## config.mk

```make
export PLATFORM = sky130hd
export DESIGN_NAME = masked_vector_distance_core
export DESIGN_NICKNAME = d
export VERILOG_FILES = /design/src/hw/rtl/mvd_pkg.sv /design/src/hw/rtl/mvd_front.sv /design/src/hw/rtl/mvd_queue.sv /design/src/hw/rtl/mvd_back.sv /design/src/hw/rtl/masked_vector_distance_core.sv
export SDC_FILE = /design/constraint.sdc
export NUM_CORES = 2
export LEC_CHECK = 0
export BUFFER_PORTS_ARGS = -buffer_cell sky130_fd_sc_hd__buf_2
export CAP_MARGIN = 20
export CELL_PAD_IN_SITES_DETAIL_PLACEMENT = 1
export CELL_PAD_IN_SITES_GLOBAL_PLACEMENT = 2
export CORE_MARGIN = 5
export CORE_UTILIZATION = 38
export DETAILED_ROUTE_END_ITERATION = 6
export GPL_ROUTABILITY_DRIVEN = 0
export GPL_TIMING_DRIVEN = 0
export MAX_ROUTING_LAYER = met4
export PLACE_DENSITY = 0.86
export SYNTH_ARGS = -nofsm -noshare
export SYNTH_HDL_FRONTEND = slang
export SYNTH_SLANG_ARGS = --single-unit
```

## constraint.sdc

```tcl
create_clock -name clk -period 7.7 [get_ports clk]
set_input_delay 1.155 -clock clk [delete_from_list [all_inputs] [get_ports clk]]
set_output_delay 1.155 -clock clk [all_outputs]
set_load 0.03 [all_outputs]
```

## src/hw/rtl/mvd_pkg.sv

```systemverilog
`timescale 1ns / 1ps
`default_nettype none
// ----------------------------------------------------------------------------
// mvd_pkg
// Shared types and constants for the masked vector distance core.
// ----------------------------------------------------------------------------
package mvd_pkg;

    localparam int ACC_W      = 48;
    localparam int CNT_W      = 13;
    localparam int DIST_W     = 16;
    localparam int CNT_HW_MAX = 8191;

    localparam int PADDR_W    = 3;
    localparam int PDATA_W    = 32;
    localparam logic [PADDR_W-1:0] REG_METRIC_MODE = 3'd0;

    localparam logic MODE_RMS = 1'b0;
    localparam logic MODE_MAD = 1'b1;

    localparam int Q_DEPTH = 2;
    localparam int Q_PTR_W = $clog2(Q_DEPTH);
    localparam int Q_CNT_W = $clog2(Q_DEPTH + 1);

    typedef struct packed {
        logic [ACC_W-1:0] sum;
        logic [CNT_W-1:0] count;
        logic             mode;
    } job_t;

endpackage : mvd_pkg
`default_nettype wire

```

## src/hw/rtl/mvd_front.sv

```systemverilog
`timescale 1ns / 1ps
`default_nettype none
// ----------------------------------------------------------------------------
// mvd_front
// Accepts element pairs, forms the per-pair term and accumulates sum and count.
// ----------------------------------------------------------------------------
module mvd_front #(
    parameter int SAMPLE_BITS  = 16,
    parameter int MAX_ELEMENTS = 4096
) (
    input  wire                          clk,
    input  wire                          rst_n,
    input  wire                          item_valid,
    output logic                         item_ready,
    input  wire  signed [SAMPLE_BITS-1:0] x_sample,
    input  wire  signed [SAMPLE_BITS-1:0] y_sample,
    input  wire                          x_valid,
    input  wire                          y_valid,
    input  wire                          last_element,
    input  wire                          metric_mode,
    input  wire                          queue_full,
    output logic                         push_valid,
    output mvd_pkg::job_t                push_job
);

    localparam int S = SAMPLE_BITS;
    localparam int LIMIT_INT = (MAX_ELEMENTS > mvd_pkg::CNT_HW_MAX) ?
                               mvd_pkg::CNT_HW_MAX : MAX_ELEMENTS;
    localparam logic [mvd_pkg::CNT_W-1:0] COUNT_LIMIT = mvd_pkg::CNT_W'(LIMIT_INT);

    logic                         adv;
    logic signed [S:0]            diff;
    logic [S:0]                   mag;

    logic                         a_valid_reg;
    logic                         a_use_reg;
    logic                         a_last_reg;
    logic                         a_mode_reg;
    logic [S-1:0]                 a_abs_reg;

    logic [2*S-1:0]               sq;
    logic                         b_valid_reg;
    logic                         b_use_reg;
    logic                         b_last_reg;
    logic                         b_mode_reg;
    logic [mvd_pkg::ACC_W-1:0]    b_term_reg;

    logic [mvd_pkg::ACC_W-1:0]    sum_reg;
    logic [mvd_pkg::CNT_W-1:0]    cnt_reg;
    logic                         add;
    logic [mvd_pkg::ACC_W:0]      sum_plus;
    logic [mvd_pkg::ACC_W-1:0]    sum_upd;
    logic [mvd_pkg::CNT_W-1:0]    cnt_upd;

    // Only a last beat waiting on a full queue holds the pipe.
    assign adv        = !(b_valid_reg && b_last_reg && queue_full);
    assign item_ready = adv;

    assign diff = $signed({x_sample[S-1], x_sample}) - $signed({y_sample[S-1], y_sample});
    assign mag  = diff[S] ? (~diff + 1'b1) : diff;

    always_ff @(posedge clk or negedge rst_n)
    begin
        if (!rst_n)
        begin
            a_valid_reg <= 1'b0;
            b_valid_reg <= 1'b0;
        end
        else if (adv)
        begin
            a_valid_reg <= item_valid;
            b_valid_reg <= a_valid_reg;
        end
    end

    always_ff @(posedge clk)
    begin
        if (adv)
        begin
            a_use_reg  <= x_valid & y_valid;
            a_last_reg <= last_element;
            a_mode_reg <= metric_mode;
            a_abs_reg  <= mag[S-1:0];
            b_use_reg  <= a_use_reg;
            b_last_reg <= a_last_reg;
            b_mode_reg <= a_mode_reg;
            b_term_reg <= (a_mode_reg == mvd_pkg::MODE_MAD) ?
                          mvd_pkg::ACC_W'(a_abs_reg) : mvd_pkg::ACC_W'(sq);
        end
    end

    assign sq = (2*S)'(a_abs_reg) * (2*S)'(a_abs_reg);

    assign add      = b_use_reg && (cnt_reg < COUNT_LIMIT);
    assign sum_plus = {1'b0, sum_reg} + {1'b0, b_term_reg};
    assign sum_upd  = !add ? sum_reg :
                      (sum_plus[mvd_pkg::ACC_W] ? {mvd_pkg::ACC_W{1'b1}} :
                                                   sum_plus[mvd_pkg::ACC_W-1:0]);
    assign cnt_upd  = add ? (cnt_reg + 1'b1) : cnt_reg;

    always_ff @(posedge clk or negedge rst_n)
    begin
        if (!rst_n)
        begin
            sum_reg <= '0;
            cnt_reg <= '0;
        end
        else if (adv && b_valid_reg)
        begin
            if (b_last_reg)
            begin
                sum_reg <= '0;
                cnt_reg <= '0;
            end
            else
            begin
                sum_reg <= sum_upd;
                cnt_reg <= cnt_upd;
            end
        end
    end

    assign push_valid     = b_valid_reg && b_last_reg && !queue_full;
    assign push_job.sum   = sum_upd;
    assign push_job.count = cnt_upd;
    assign push_job.mode  = b_mode_reg;

endmodule : mvd_front
`default_nettype wire

```

## src/hw/rtl/mvd_queue.sv

```systemverilog
`timescale 1ns / 1ps
`default_nettype none
// ----------------------------------------------------------------------------
// mvd_queue
// Short job queue between the accumulating front and the finishing back.
// ----------------------------------------------------------------------------
module mvd_queue (
    input  wire                 clk,
    input  wire                 rst_n,
    input  wire                 push_valid,
    input  mvd_pkg::job_t       push_job,
    output logic                full,
    input  wire                 pop,
    output mvd_pkg::job_t       pop_job,
    output logic                empty
);

    mvd_pkg::job_t                  mem_reg [mvd_pkg::Q_DEPTH];
    logic [mvd_pkg::Q_PTR_W-1:0]    wr_ptr_reg;
    logic [mvd_pkg::Q_PTR_W-1:0]    rd_ptr_reg;
    logic [mvd_pkg::Q_CNT_W-1:0]    fill_reg;
    logic                           do_push;
    logic                           do_pop;

    assign full    = (fill_reg == mvd_pkg::Q_CNT_W'(mvd_pkg::Q_DEPTH));
    assign empty   = (fill_reg == '0);
    assign do_push = push_valid && !full;
    assign do_pop  = pop && !empty;
    assign pop_job = mem_reg[rd_ptr_reg];

    always_ff @(posedge clk)
    begin
        if (do_push)
        begin
            mem_reg[wr_ptr_reg] <= push_job;
        end
    end

    always_ff @(posedge clk or negedge rst_n)
    begin
        if (!rst_n)
        begin
            wr_ptr_reg <= '0;
            rd_ptr_reg <= '0;
            fill_reg   <= '0;
        end
        else
        begin
            if (do_push)
            begin
                wr_ptr_reg <= wr_ptr_reg + 1'b1;
            end
            if (do_pop)
            begin
                rd_ptr_reg <= rd_ptr_reg + 1'b1;
            end
            if (do_push && !do_pop)
            begin
                fill_reg <= fill_reg + 1'b1;
            end
            else if (do_pop && !do_push)
            begin
                fill_reg <= fill_reg - 1'b1;
            end
        end
    end

endmodule : mvd_queue
`default_nettype wire

```

## src/hw/rtl/mvd_back.sv

```systemverilog
`timescale 1ns / 1ps
`default_nettype none
// ----------------------------------------------------------------------------
// mvd_back
// Iterative mean (restoring divide) and integer square root, result register.
// ----------------------------------------------------------------------------
module mvd_back (
    input  wire                          clk,
    input  wire                          rst_n,
    input  wire                          queue_empty,
    input  mvd_pkg::job_t                job,
    output logic                         pop,
    output logic                         result_valid,
    input  wire                          result_ready,
    output logic [mvd_pkg::DIST_W-1:0]   distance,
    output logic                         no_data,
    output logic [mvd_pkg::CNT_W-1:0]    used_pairs
);

    localparam int AW = mvd_pkg::ACC_W;
    localparam int CW = mvd_pkg::CNT_W;
    localparam int DW = mvd_pkg::DIST_W;
    localparam int STEP_W = $clog2(AW);
    localparam logic [STEP_W-1:0] DIV_LAST  = STEP_W'(AW - 1);
    localparam logic [STEP_W-1:0] SQRT_LAST = STEP_W'(AW / 2 - 1);

    localparam logic [1:0] ST_IDLE = 2'd0;
    localparam logic [1:0] ST_DIV  = 2'd1;
    localparam logic [1:0] ST_SQRT = 2'd2;
    localparam logic [1:0] ST_DONE = 2'd3;

    function automatic logic [DW-1:0] sat_dist(input logic [AW-1:0] v);
        logic over;
        over = |v[AW-1:DW];
        return over ? {DW{1'b1}} : v[DW-1:0];
    endfunction

    logic [1:0]         state_reg;
    logic [STEP_W-1:0]  step_reg;
    logic [CW-1:0]      rem_reg;
    logic [CW-1:0]      div_reg;
    logic [AW-1:0]      dvd_reg;
    logic [AW-1:0]      res_reg;
    logic [AW-1:0]      bit_reg;
    logic               mode_reg;
    logic [DW-1:0]      dist_reg;
    logic               nodata_reg;
    logic [CW-1:0]      used_reg;

    logic               result_valid_reg;
    logic [DW-1:0]      distance_reg;
    logic               no_data_reg;
    logic [CW-1:0]      used_pairs_reg;

    logic [CW:0]        trial;
    logic [CW:0]        trial_sub;
    logic               ge;
    logic [AW-1:0]      dvd_shift;
    logic [AW-1:0]      sq_trial;
    logic               sq_ge;
    logic [AW-1:0]      res_step;
    logic               load_out;

    assign trial     = {rem_reg, dvd_reg[AW-1]};
    assign trial_sub = trial - {1'b0, div_reg};
    assign ge        = (trial >= {1'b0, div_reg});
    assign dvd_shift = {dvd_reg[AW-2:0], ge};

    assign sq_trial  = res_reg + bit_reg;
    assign sq_ge     = (dvd_reg >= sq_trial);
    assign res_step  = sq_ge ? ((res_reg >> 1) + bit_reg) : (res_reg >> 1);

    assign pop      = (state_reg == ST_IDLE) && !queue_empty;
    assign load_out = (state_reg == ST_DONE) && (!result_valid_reg || result_ready);

    always_ff @(posedge clk or negedge rst_n)
    begin
        if (!rst_n)
        begin
            state_reg <= ST_IDLE;
            step_reg  <= '0;
        end
        else
        begin
            case (state_reg)
                ST_IDLE:
                begin
                    if (!queue_empty)
                    begin
                        step_reg  <= '0;
                        state_reg <= (job.count == '0) ? ST_DONE : ST_DIV;
                    end
                end
                ST_DIV:
                begin
                    if (step_reg == DIV_LAST)
                    begin
                        step_reg  <= '0;
                        state_reg <= (mode_reg == mvd_pkg::MODE_MAD) ? ST_DONE : ST_SQRT;
                    end
                    else
                    begin
                        step_reg <= step_reg + 1'b1;
                    end
                end
                ST_SQRT:
                begin
                    step_reg <= step_reg + 1'b1;
                    if (step_reg == SQRT_LAST)
                    begin
                        state_reg <= ST_DONE;
                    end
                end
                ST_DONE:
                begin
                    if (load_out)
                    begin
                        state_reg <= ST_IDLE;
                    end
                end
                default:
                begin
                    state_reg <= ST_IDLE;
                end
            endcase
        end
    end

    always_ff @(posedge clk)
    begin
        case (state_reg)
            ST_IDLE:
            begin
                if (!queue_empty)
                begin
                    dvd_reg    <= job.sum;
                    div_reg    <= job.count;
                    used_reg   <= job.count;
                    mode_reg   <= job.mode;
                    rem_reg    <= '0;
                    dist_reg   <= '0;
                    nodata_reg <= (job.count == '0);
                end
            end
            ST_DIV:
            begin
                rem_reg <= ge ? trial_sub[CW-1:0] : trial[CW-1:0];
                dvd_reg <= dvd_shift;
                res_reg <= '0;
                bit_reg <= AW'(1) << (AW - 2);
                if (step_reg == DIV_LAST)
                begin
                    dist_reg <= sat_dist(dvd_shift);
                end
            end
            ST_SQRT:
            begin
                if (sq_ge)
                begin
                    dvd_reg <= dvd_reg - sq_trial;
                end
                res_reg <= res_step;
                bit_reg <= bit_reg >> 2;
                if (step_reg == SQRT_LAST)
                begin
                    dist_reg <= sat_dist(res_step);
                end
            end
            default:
            begin
            end
        endcase
    end

    always_ff @(posedge clk or negedge rst_n)
    begin
        if (!rst_n)
        begin
            result_valid_reg <= 1'b0;
        end
        else if (load_out)
        begin
            result_valid_reg <= 1'b1;
        end
        else if (result_ready)
        begin
            result_valid_reg <= 1'b0;
        end
    end

    always_ff @(posedge clk)
    begin
        if (load_out)
        begin
            distance_reg   <= dist_reg;
            no_data_reg    <= nodata_reg;
            used_pairs_reg <= used_reg;
        end
    end

    assign result_valid = result_valid_reg;
    assign distance     = distance_reg;
    assign no_data      = no_data_reg;
    assign used_pairs   = used_pairs_reg;

endmodule : mvd_back
`default_nettype wire

```

## src/hw/rtl/masked_vector_distance_core.sv

```systemverilog
`timescale 1ns / 1ps
`default_nettype none
// ----------------------------------------------------------------------------
// masked_vector_distance_core
// RMS or mean absolute difference of two streamed vectors with missing values.
//
// Item channel (item_valid/item_ready): one element pair per beat, with
// x_valid/y_valid flags and last_element on the final pair. A beat can be
// taken every cycle; item_ready drops only while a last pair waits for room
// in the two-entry job queue.
// Result channel (result_valid/result_ready): one beat per last pair.
// For a vector with used pairs, the back end runs a one-bit-per-cycle
// divider and, in RMS mode only, a two-bits-per-cycle square root. It takes
// a new job only once the previous result is in the result register; with
// several short vectors in a row it sets the pace.
// metric_mode is the APB register at offset 0; pready is always high.
// Reset clears the accumulators, the queue and the result valid flag. When
// the receiver stalls, the result holds; the back end computes the next
// job meanwhile, then the queue fills and item_ready drops.
// ----------------------------------------------------------------------------
module masked_vector_distance_core #(
    parameter int MAX_ELEMENTS = 4096,
    parameter int SAMPLE_BITS  = 16
) (
    input  wire                                 clk,
    input  wire                                 rst_n,
    input  wire                                 psel,
    input  wire                                 penable,
    input  wire                                 pwrite,
    input  wire  [mvd_pkg::PADDR_W-1:0]         paddr,
    input  wire  [mvd_pkg::PDATA_W-1:0]         pwdata,
    output logic [mvd_pkg::PDATA_W-1:0]         prdata,
    output logic                                pready,
    input  wire                                 item_valid,
    output logic                                item_ready,
    input  wire  signed [SAMPLE_BITS-1:0]       x_sample,
    input  wire  signed [SAMPLE_BITS-1:0]       y_sample,
    input  wire                                 x_valid,
    input  wire                                 y_valid,
    input  wire                                 last_element,
    output logic                                result_valid,
    input  wire                                 result_ready,
    output logic [mvd_pkg::DIST_W-1:0]          distance,
    output logic                                no_data,
    output logic [mvd_pkg::CNT_W-1:0]           used_pairs
);

    localparam int LIMIT_INT = (MAX_ELEMENTS > mvd_pkg::CNT_HW_MAX) ?
                               mvd_pkg::CNT_HW_MAX : MAX_ELEMENTS;

    logic           metric_mode_reg;
    logic           cfg_wr;
    logic           q_full;
    logic           q_empty;
    logic           q_push;
    logic           q_pop;
    mvd_pkg::job_t  q_push_job;
    mvd_pkg::job_t  q_pop_job;

    assign pready = 1'b1;
    assign cfg_wr = psel && penable && pwrite && pready && (paddr == mvd_pkg::REG_METRIC_MODE);

    always_ff @(posedge clk or negedge rst_n)
    begin
        if (!rst_n)
        begin
            metric_mode_reg <= mvd_pkg::MODE_RMS;
        end
        else if (cfg_wr)
        begin
            metric_mode_reg <= pwdata[0];
        end
    end

    assign prdata = (paddr == mvd_pkg::REG_METRIC_MODE) ?
                    mvd_pkg::PDATA_W'(metric_mode_reg) : '0;

    mvd_front #(
        .SAMPLE_BITS  (SAMPLE_BITS),
        .MAX_ELEMENTS (MAX_ELEMENTS)
    ) u_front (
        .clk          (clk),
        .rst_n        (rst_n),
        .item_valid   (item_valid),
        .item_ready   (item_ready),
        .x_sample     (x_sample),
        .y_sample     (y_sample),
        .x_valid      (x_valid),
        .y_valid      (y_valid),
        .last_element (last_element),
        .metric_mode  (metric_mode_reg),
        .queue_full   (q_full),
        .push_valid   (q_push),
        .push_job     (q_push_job)
    );

    mvd_queue u_queue (
        .clk        (clk),
        .rst_n      (rst_n),
        .push_valid (q_push),
        .push_job   (q_push_job),
        .full       (q_full),
        .pop        (q_pop),
        .pop_job    (q_pop_job),
        .empty      (q_empty)
    );

    mvd_back u_back (
        .clk          (clk),
        .rst_n        (rst_n),
        .queue_empty  (q_empty),
        .job          (q_pop_job),
        .pop          (q_pop),
        .result_valid (result_valid),
        .result_ready (result_ready),
        .distance     (distance),
        .no_data      (no_data),
        .used_pairs   (used_pairs)
    );

`ifndef ASSERT_OFF
    a_push_not_full: assert property (@(posedge clk) disable iff (!rst_n)
        q_push |-> !q_full)
        else $error("job pushed into full queue");

    a_stall_only_full: assert property (@(posedge clk) disable iff (!rst_n)
        !item_ready |-> q_full)
        else $error("item stalled without full queue");

    a_nodata_zero: assert property (@(posedge clk) disable iff (!rst_n)
        (result_valid && no_data) |-> (distance == '0 && used_pairs == '0))
        else $error("no-data result carries distance or count");

    a_count_limit: assert property (@(posedge clk) disable iff (!rst_n)
        result_valid |-> (used_pairs <= mvd_pkg::CNT_W'(LIMIT_INT)))
        else $error("used pair count above limit");
`endif

endmodule : masked_vector_distance_core
`default_nettype wire

```

### Word-level counts from Yosys, hierarchy flattened

Memories as Yosys holds them, arrays and structs flattened.
Cells that the tools add are included.

* $add $sub $neg: 13
* mux-type cells: 39
* bitwise gates (word level): 3
* equality and inequality tests: 11
* reduce and logical (&&, ||, !) cells: 38
* $lt $le $gt $ge: 3
* multipliers: 1

Operator list (count)
* two-way mux 48 bit: 6
* one-hot mux 48 bit (2 select lines): 2
* one-hot mux 48 bit (3 select lines): 1
* two-way mux 16 bit: 7
* OR reduction 32 bit: 2
* two-way mux 13 bit: 4
* adder 48 x 48 -> 49 bit: 1
* adder 47 x 48 -> 48 bit: 1
* adder 48 bit: 1
* greater-or-equal comparator 48 bit: 1
* one-hot mux 16 bit (3 select lines): 1
* subtractor 48 bit: 1
* multiplier 16 x 16 -> 32 bit: 1
* one-hot mux 13 bit (2 select lines): 1
* one-hot mux 6 bit (3 select lines): 1
* subtractor 16 x 16 -> 17 bit: 1
* adder 16 x 1 -> 16 bit (second input constant): 1
* NOT 16 bit: 1
* greater-or-equal comparator 14 x 13 -> 1 bit: 1
* logical AND 1 bit: 14
* two-way mux 2 bit: 7
* adder 13 x 1 -> 13 bit (second input constant): 1
* logical NOT 13 bit: 1
* less-than comparator 13 bit (second input constant): 1
* 25 further kinds: 49

* memories kept: 1
* register bits after elaboration: 365
* input bits: 77
* output and inout port bits: 65
* RAM bits: 124

Memory list
* u_queue.mem_reg: depth 2, width 62, read ports 1, clocked after memory_dff 0, write ports 1, line mvd_queue.sv:18 `mvd_pkg::job_t mem_reg [mvd_pkg::Q_DEPTH];`

### Depth between registers and ports, before layout

* word-level depth: 8
* depth in mapped cells: 31

### Hierarchy

Synthesis repeated with hierarchy kept, for this count alone.

* cell total of the unflattened synthesis: 3792
* area, all modules: 37206.9 um^2

By module, submodules not included
* mvd_back: seq. area each 6050.8 um^2, cells an instance 1782, area an instance 16293.1 um^2, instances 1
* mvd_front: seq. area each 3198.1 um^2, cells an instance 1759, area an instance 15635.0 um^2, instances 1
* mvd_queue: seq. area each 3823.7 um^2, cells an instance 212, area an instance 4971.0 um^2, instances 1
* masked_vector_distance_core: seq. area each 25.0 um^2, cells an instance 39, area an instance 307.8 um^2, instances 1

### Worst setup path before layout

OpenSTA, ideal clock, no wires.

* kind: register -> register
* from: register u_back.res_reg[2]
* to: register u_back.dvd_reg[0], enable pin
* path buffers: 3
* setup slack: -151 ps
* stages on the path, launching flop included: 24
* setup time: 470 ps
* clock period less this slack: 7851 ps
* data required time: 7230 ps
* arrival time: 7381 ps
* path through: edfxtp_1 -> ha_1 -> a31oi_1 -> o21bai_1 -> a31o_2 -> a31oi_1 -> o31ai_1 -> a311o_1 -> o2bb2ai_1 -> o21ai_0 -> o31a_1 -> o21ai_0 -> xnor2_1 -> ha_1 -> and2_1 -> nand3_1 -> nor3_1 -> nand4_1 -> a31oi_1 -> nor2_1 -> clkbuf_1 -> clkbuf_1 -> clkbuf_1 -> a21oi_1

* word-level cells in the longest chain between the ends: 4

RTL lines
* start: declaration: line mvd_back.sv:43 `logic [AW-1:0] res_reg;`
* start signal: assignment: line mvd_back.sv:162 `res_reg <= res_step;`
* adder 48 bit: line mvd_back.sv:69 `assign sq_trial = res_reg + bit_reg;`
* greater-or-equal comparator 48 bit: line mvd_back.sv:70 `assign sq_ge = (dvd_reg >= sq_trial);`
* inequality test 2 x 1 -> 1 bit (no line)
* AND reduction 3 bit (no line)
* end signal: assignment: line mvd_back.sv:136 `dvd_reg <= job.sum;`
* end signal: assignment: line mvd_back.sv:148 `dvd_reg <= dvd_shift;`
* end signal: assignment: line mvd_back.sv:160 `dvd_reg <= dvd_reg - sq_trial;`
* end: declaration: line mvd_back.sv:42 `logic [AW-1:0] dvd_reg;`

No other way between the ends.
A chain may end at the register's enable or synchronous reset.

### Worst setup path in the final report

* from: register u_back.bit_reg[2]
* to: register u_back.dist_reg[2] (data pin)

* word-level cells in the longest chain between the ends: 7
* elaborated cells on any way between the ends: 8
* those cells by class: add/sub: 2; order compare: 1; mux: 4; reduce/logical: 1

RTL lines
* start: declaration: line mvd_back.sv:44 `logic [AW-1:0] bit_reg;`
* start signal: assignment: line mvd_back.sv:150 `bit_reg <= AW'(1) << (AW - 2);`
* start signal: assignment: line mvd_back.sv:163 `bit_reg <= bit_reg >> 2;`
* adder 48 bit: line mvd_back.sv:69
* greater-or-equal comparator 48 bit: line mvd_back.sv:70
* two-way mux 48 bit *: line mvd_back.sv:71 `assign res_step = sq_ge ? ((res_reg >> 1) + bit_reg) : (res_reg >> 1);`
* OR reduction 32 bit: line mvd_back.sv:34 `over = |v[AW-1:DW];`
* two-way mux 16 bit *: line mvd_back.sv:35 `return over ? {DW{1'b1}} : v[DW-1:0];`
* two-way mux 16 bit *: line mvd_back.sv:164 `if (step_reg == SQRT_LAST)`
* one-hot mux 16 bit (3 select lines) *: line mvd_back.sv:131 `case (state_reg)`
* end signal: assignment: line mvd_back.sv:153 `dist_reg <= sat_dist(dvd_shift);`
* end signal: assignment: line mvd_back.sv:166 `dist_reg <= sat_dist(res_step);`
* end: declaration: line mvd_back.sv:46 `logic [DW-1:0] dist_reg;`

Mark *: on every way between the ends. The rest lies on a longest branch, timed or not. The select of a mux whose other input is x is not followed.

==> metrics.md <==
| Metric | Value |
|---|---|
| Status | completed |
| Reg-to-reg setup timing slack | approximately 0.35 ns |
| M3 GR Usage | 0.0188 |
| Commonest non-fill, non-tap cells in the layout | edfxtp_1, inv_1, nand2_1 |
| R2R Path End | u_back.dist_reg[2] |
| Top_reg_cell synth | edfxtp_1 |
| Antenna violations before repair | 0 |
| Inst Count DP | 4797 |
| Root buffer cell | clkbuf_16 |
| CP Class | register to register |
| Slew Limit Headroom | 0.270 |
| Ratio of cells with drive above 1 in the final layout | 0.0887 |
| CP Launch Type | register |
| Max Cap Viol | 0 |
| Chip width | ~310 um |
| Final setup fails | 0 |
| Post-Synth Simple-Gate Area | 0.133 |
| Die height | roughly 310 um |
| FMAX | approximately 140 MHz |
| Clock-pin slew on the worst setup and hold paths | 0.06 ns |
| CTS HTree Levels | 2 |
| Row Count | about 110 |
| TritonCTS clock tree | yes |
| Vias in the first global route | roughly 29000 |
| Via density | ~5.5 |
| Fillers | approximately 10000 |
| Post-synthesis sequential area ratio | 0.375 |
| CP Capture Type | register |
| Max reg flops | between 100 and 150 |
| Leading area contributor after synthesis | edfxtp_1 |
| # nets final | between 4000 and 5000 |
| Num CTS Buffers | 53 |
| Fin. max-slew vios | 0 |
| Final WL | slightly above 100000 um |
| Vias | 26811 |
| Met1 usage | 0.256 |
| Mapped Avg Cell Area | 10.0 um2 |
| Slew @ Worst Pin | ~1.1 ns |
| Final hold violation count | 0 |
| Gr ovfl total | 0 |
| CP max stage cell | or4b_4 |
| Number of clock sinks | approximately 450 |
| Tmin final | roughly 7.4 ns |
| # port buffers | between 70 and 80 |
| Post-DR wirelength/cell | just over 20 um |
| Critical Path AT | a little under 8 ns |
| DRC Markers | 0 |
| Critical Path Fanout Max | 9 |
| Busiest grt layer | met2 |
| Layout Area Growth over Synthesis | 12.3% |
| Clock latency on the worst-skew pair | between 0.6 and 0.7 ns |
| Initial Util | 0.382 |
| Reg2reg path depth | 27 |
| Yosys top cell area share | 0.320 |
| Synth Cell Area | 0.0349 mm2 |
| Num ports | between 100 and 150 |
| Largest net degree at the start of global routing | between 60 and 70 |
| Die Area | ~0.098 mm2 |
| First-pass GRT wire length | around 160000 um |
| Post-synthesis xor/xnor area fraction | 0.0629 |
| Most common cell after layout, fill and taps aside | edfxtp_1 |
| Hold WC Path Type | primary input to async pin |
| Core Area | between 0.09 and 0.1 mm2 |
| Synth Instances | between 3000 and 4000 |
| Reg2reg start | u_back.bit_reg[2] |
| Final period util | 0.955 |
| Grt met2 use | 0.367 |
| Placed wire-length estimate | around 80000 um |
| Mux cell area share after synthesis | 0.0187 |
| Worst path required time | 8.07 ns |
| Synth warn | 0 |
| Distinct cells, synth | 81 |
| Adder-cell share of the synthesized area | 0.193 |
| Fin cells | 4907 |
| Drt first pass iters | 5 |
| Routed Antenna Nets | 0 |
| Seq cells post-synth | ~450 |
| Gr usage total | 0.209 |
| EDFF count, synth | around 370 |
| Largest family of logic cells by synthesized area | adder cells |
| Clock Tree Buf Depth | 3 |
| Crit-path max cell delay | ~0.54 ns |
| Clk_skew | roughly 0.028 ns |
| Compound-Gate Fraction of Synth Area | 0.162 |
| Post-synth ARST share | 0.171 |
| Drt initial violations | 1465 |
| # hold bufs at CTS | 0 |
| Main area contributors after synthesis | edfxtp_1, ha_1, fa_1, dfrtp_1, xnor2_1 |
cells in the mapped netlist, types with 14 or more instances:
| master | n |
|---|---|
| a211oi_1 | 50 |
| a21boi_0 | 16 |
| a21o_1 | 91 |
| a21oi_1 | 188 |
| a22o_1 | 35 |
| a22oi_1 | 20 |
| a31o_2 | 14 |
| a31oi_1 | 66 |
| and2_1 | 96 |
| and3_1 | 22 |
| buf_4 | 32 |
| clkbuf_1 | 131 |
| dfrtp_1 | 77 |
| edfxtp_1 | 372 |
| fa_1 | 168 |
| ha_1 | 269 |
| inv_1 | 303 |
| mux2_2 | 26 |
| mux2i_1 | 36 |
| nand2_1 | 285 |
| nand2b_1 | 23 |
| nand3_1 | 57 |
| nand4_1 | 40 |
| nor2_1 | 230 |
| nor2b_1 | 72 |
| nor3_1 | 60 |
| nor4_1 | 18 |
| o21a_1 | 23 |
| o21ai_0 | 151 |
| o21bai_1 | 27 |
| o221ai_1 | 14 |
| o22a_1 | 28 |
| o31ai_1 | 22 |
| or3_1 | 22 |
| xnor2_1 | 152 |
| xor2_1 | 99 |
worst max-delay path, delay by kind of cell (launching register included):
kind | cells | cell delay (ns)
compound gates | 14 | 3.10
simple gates | 9 | 2.31
flops | 1 | 0.44
fa+ha+maj | 2 | 0.77
xor+xnor | 1 | 0.21
buf+inv | 1 | 0.23
kinds of logic (layout without fill, tap and decap cells):
| logic type | count (synthesis) | after routing |
|---|---|---|
| AND/OR/NAND/NOR | 963 | 963 |
| AO/OA/AOI/OAI | 849 | 849 |
| buffers and inverters | 480 | 677 |
| flip-flops | 449 | 449 |
| adder cells (fa/ha/maj) | 437 | 437 |
| XOR/XNOR | 251 | 251 |
| multiplexers | 62 | 62 |
| other | 2 | 33 |
layout make-up:
class | instances | area [um2] | area share
buffer | 173 | 811 | 0.0207
timing repair buffer | 101 | 687 | 0.0175
tap | 1186 | 1480 | 0.0378
multi-input combinational | 2594 | 20200 | 0.514
antenna | 1 | 2.50 | 0.0000638
clock inverter | 30 | 355 | 0.00905
sequential | 449 | 13100 | 0.334
clock buffer | 70 | 1480 | 0.0378
inverter | 303 | 1140 | 0.0290
layer usage:
metal  part of all wire  up-vias
met5                  0        -
met4              0.033        0
met3              0.026      150
met2               0.50      416
met1               0.44    13482
li1                   -    12763
what timing repair did:
| item | in CTS | in global routing |
|---|---|---|
| setup endpoints to repair | 102 | 68 |
| gates resized for setup | 24 | 34 |
| pin swaps | 2 | 6 |
| gates cloned | 0 | 0 |
| buffers inserted | 2 | 11 |
how the worst max path moves through the flow:
stage | from | depth (start not counted) | end
after floorplan | u_front.a_abs_reg[9] | 26 | u_front.b_term_reg[31]
after global placement | u_back.res_reg[2] | 24 | u_back.dvd_reg[1]
after detailed placement | u_back.res_reg[2] | 28 | u_back.dist_reg[9]
after CTS | u_back.res_reg[2] | 27 | u_back.dist_reg[7]
after global routing | u_back.bit_reg[0] | 28 | u_back.dist_reg[7]
final | u_back.bit_reg[2] | 27 | u_back.dist_reg[2]
metrics by stage:
step / hold slack, ns / TNS (ns) / setup WS, ns / utilization / cell area, um2
finish: 0.398 / 0 / 0.349 / 0.429 / 39200
CTS: 0.372 / 0 / 0.0112 / 0.427 / 39100
global placement: 0.405 / -168.13 / -1.88 / 0.404 / 36900
floorplan: 0.400 / 0 / 0.906 / - / 35100
global route: 0.391 / -0.00427 / -0.00427 / 0.429 / 39200
detailed placement: 0.407 / -72.39 / -1.10 / 0.406 / 37200
Power is not shown: default switching activity piles up to over one toggle a cycle in this logic, so the estimate is an artifact.
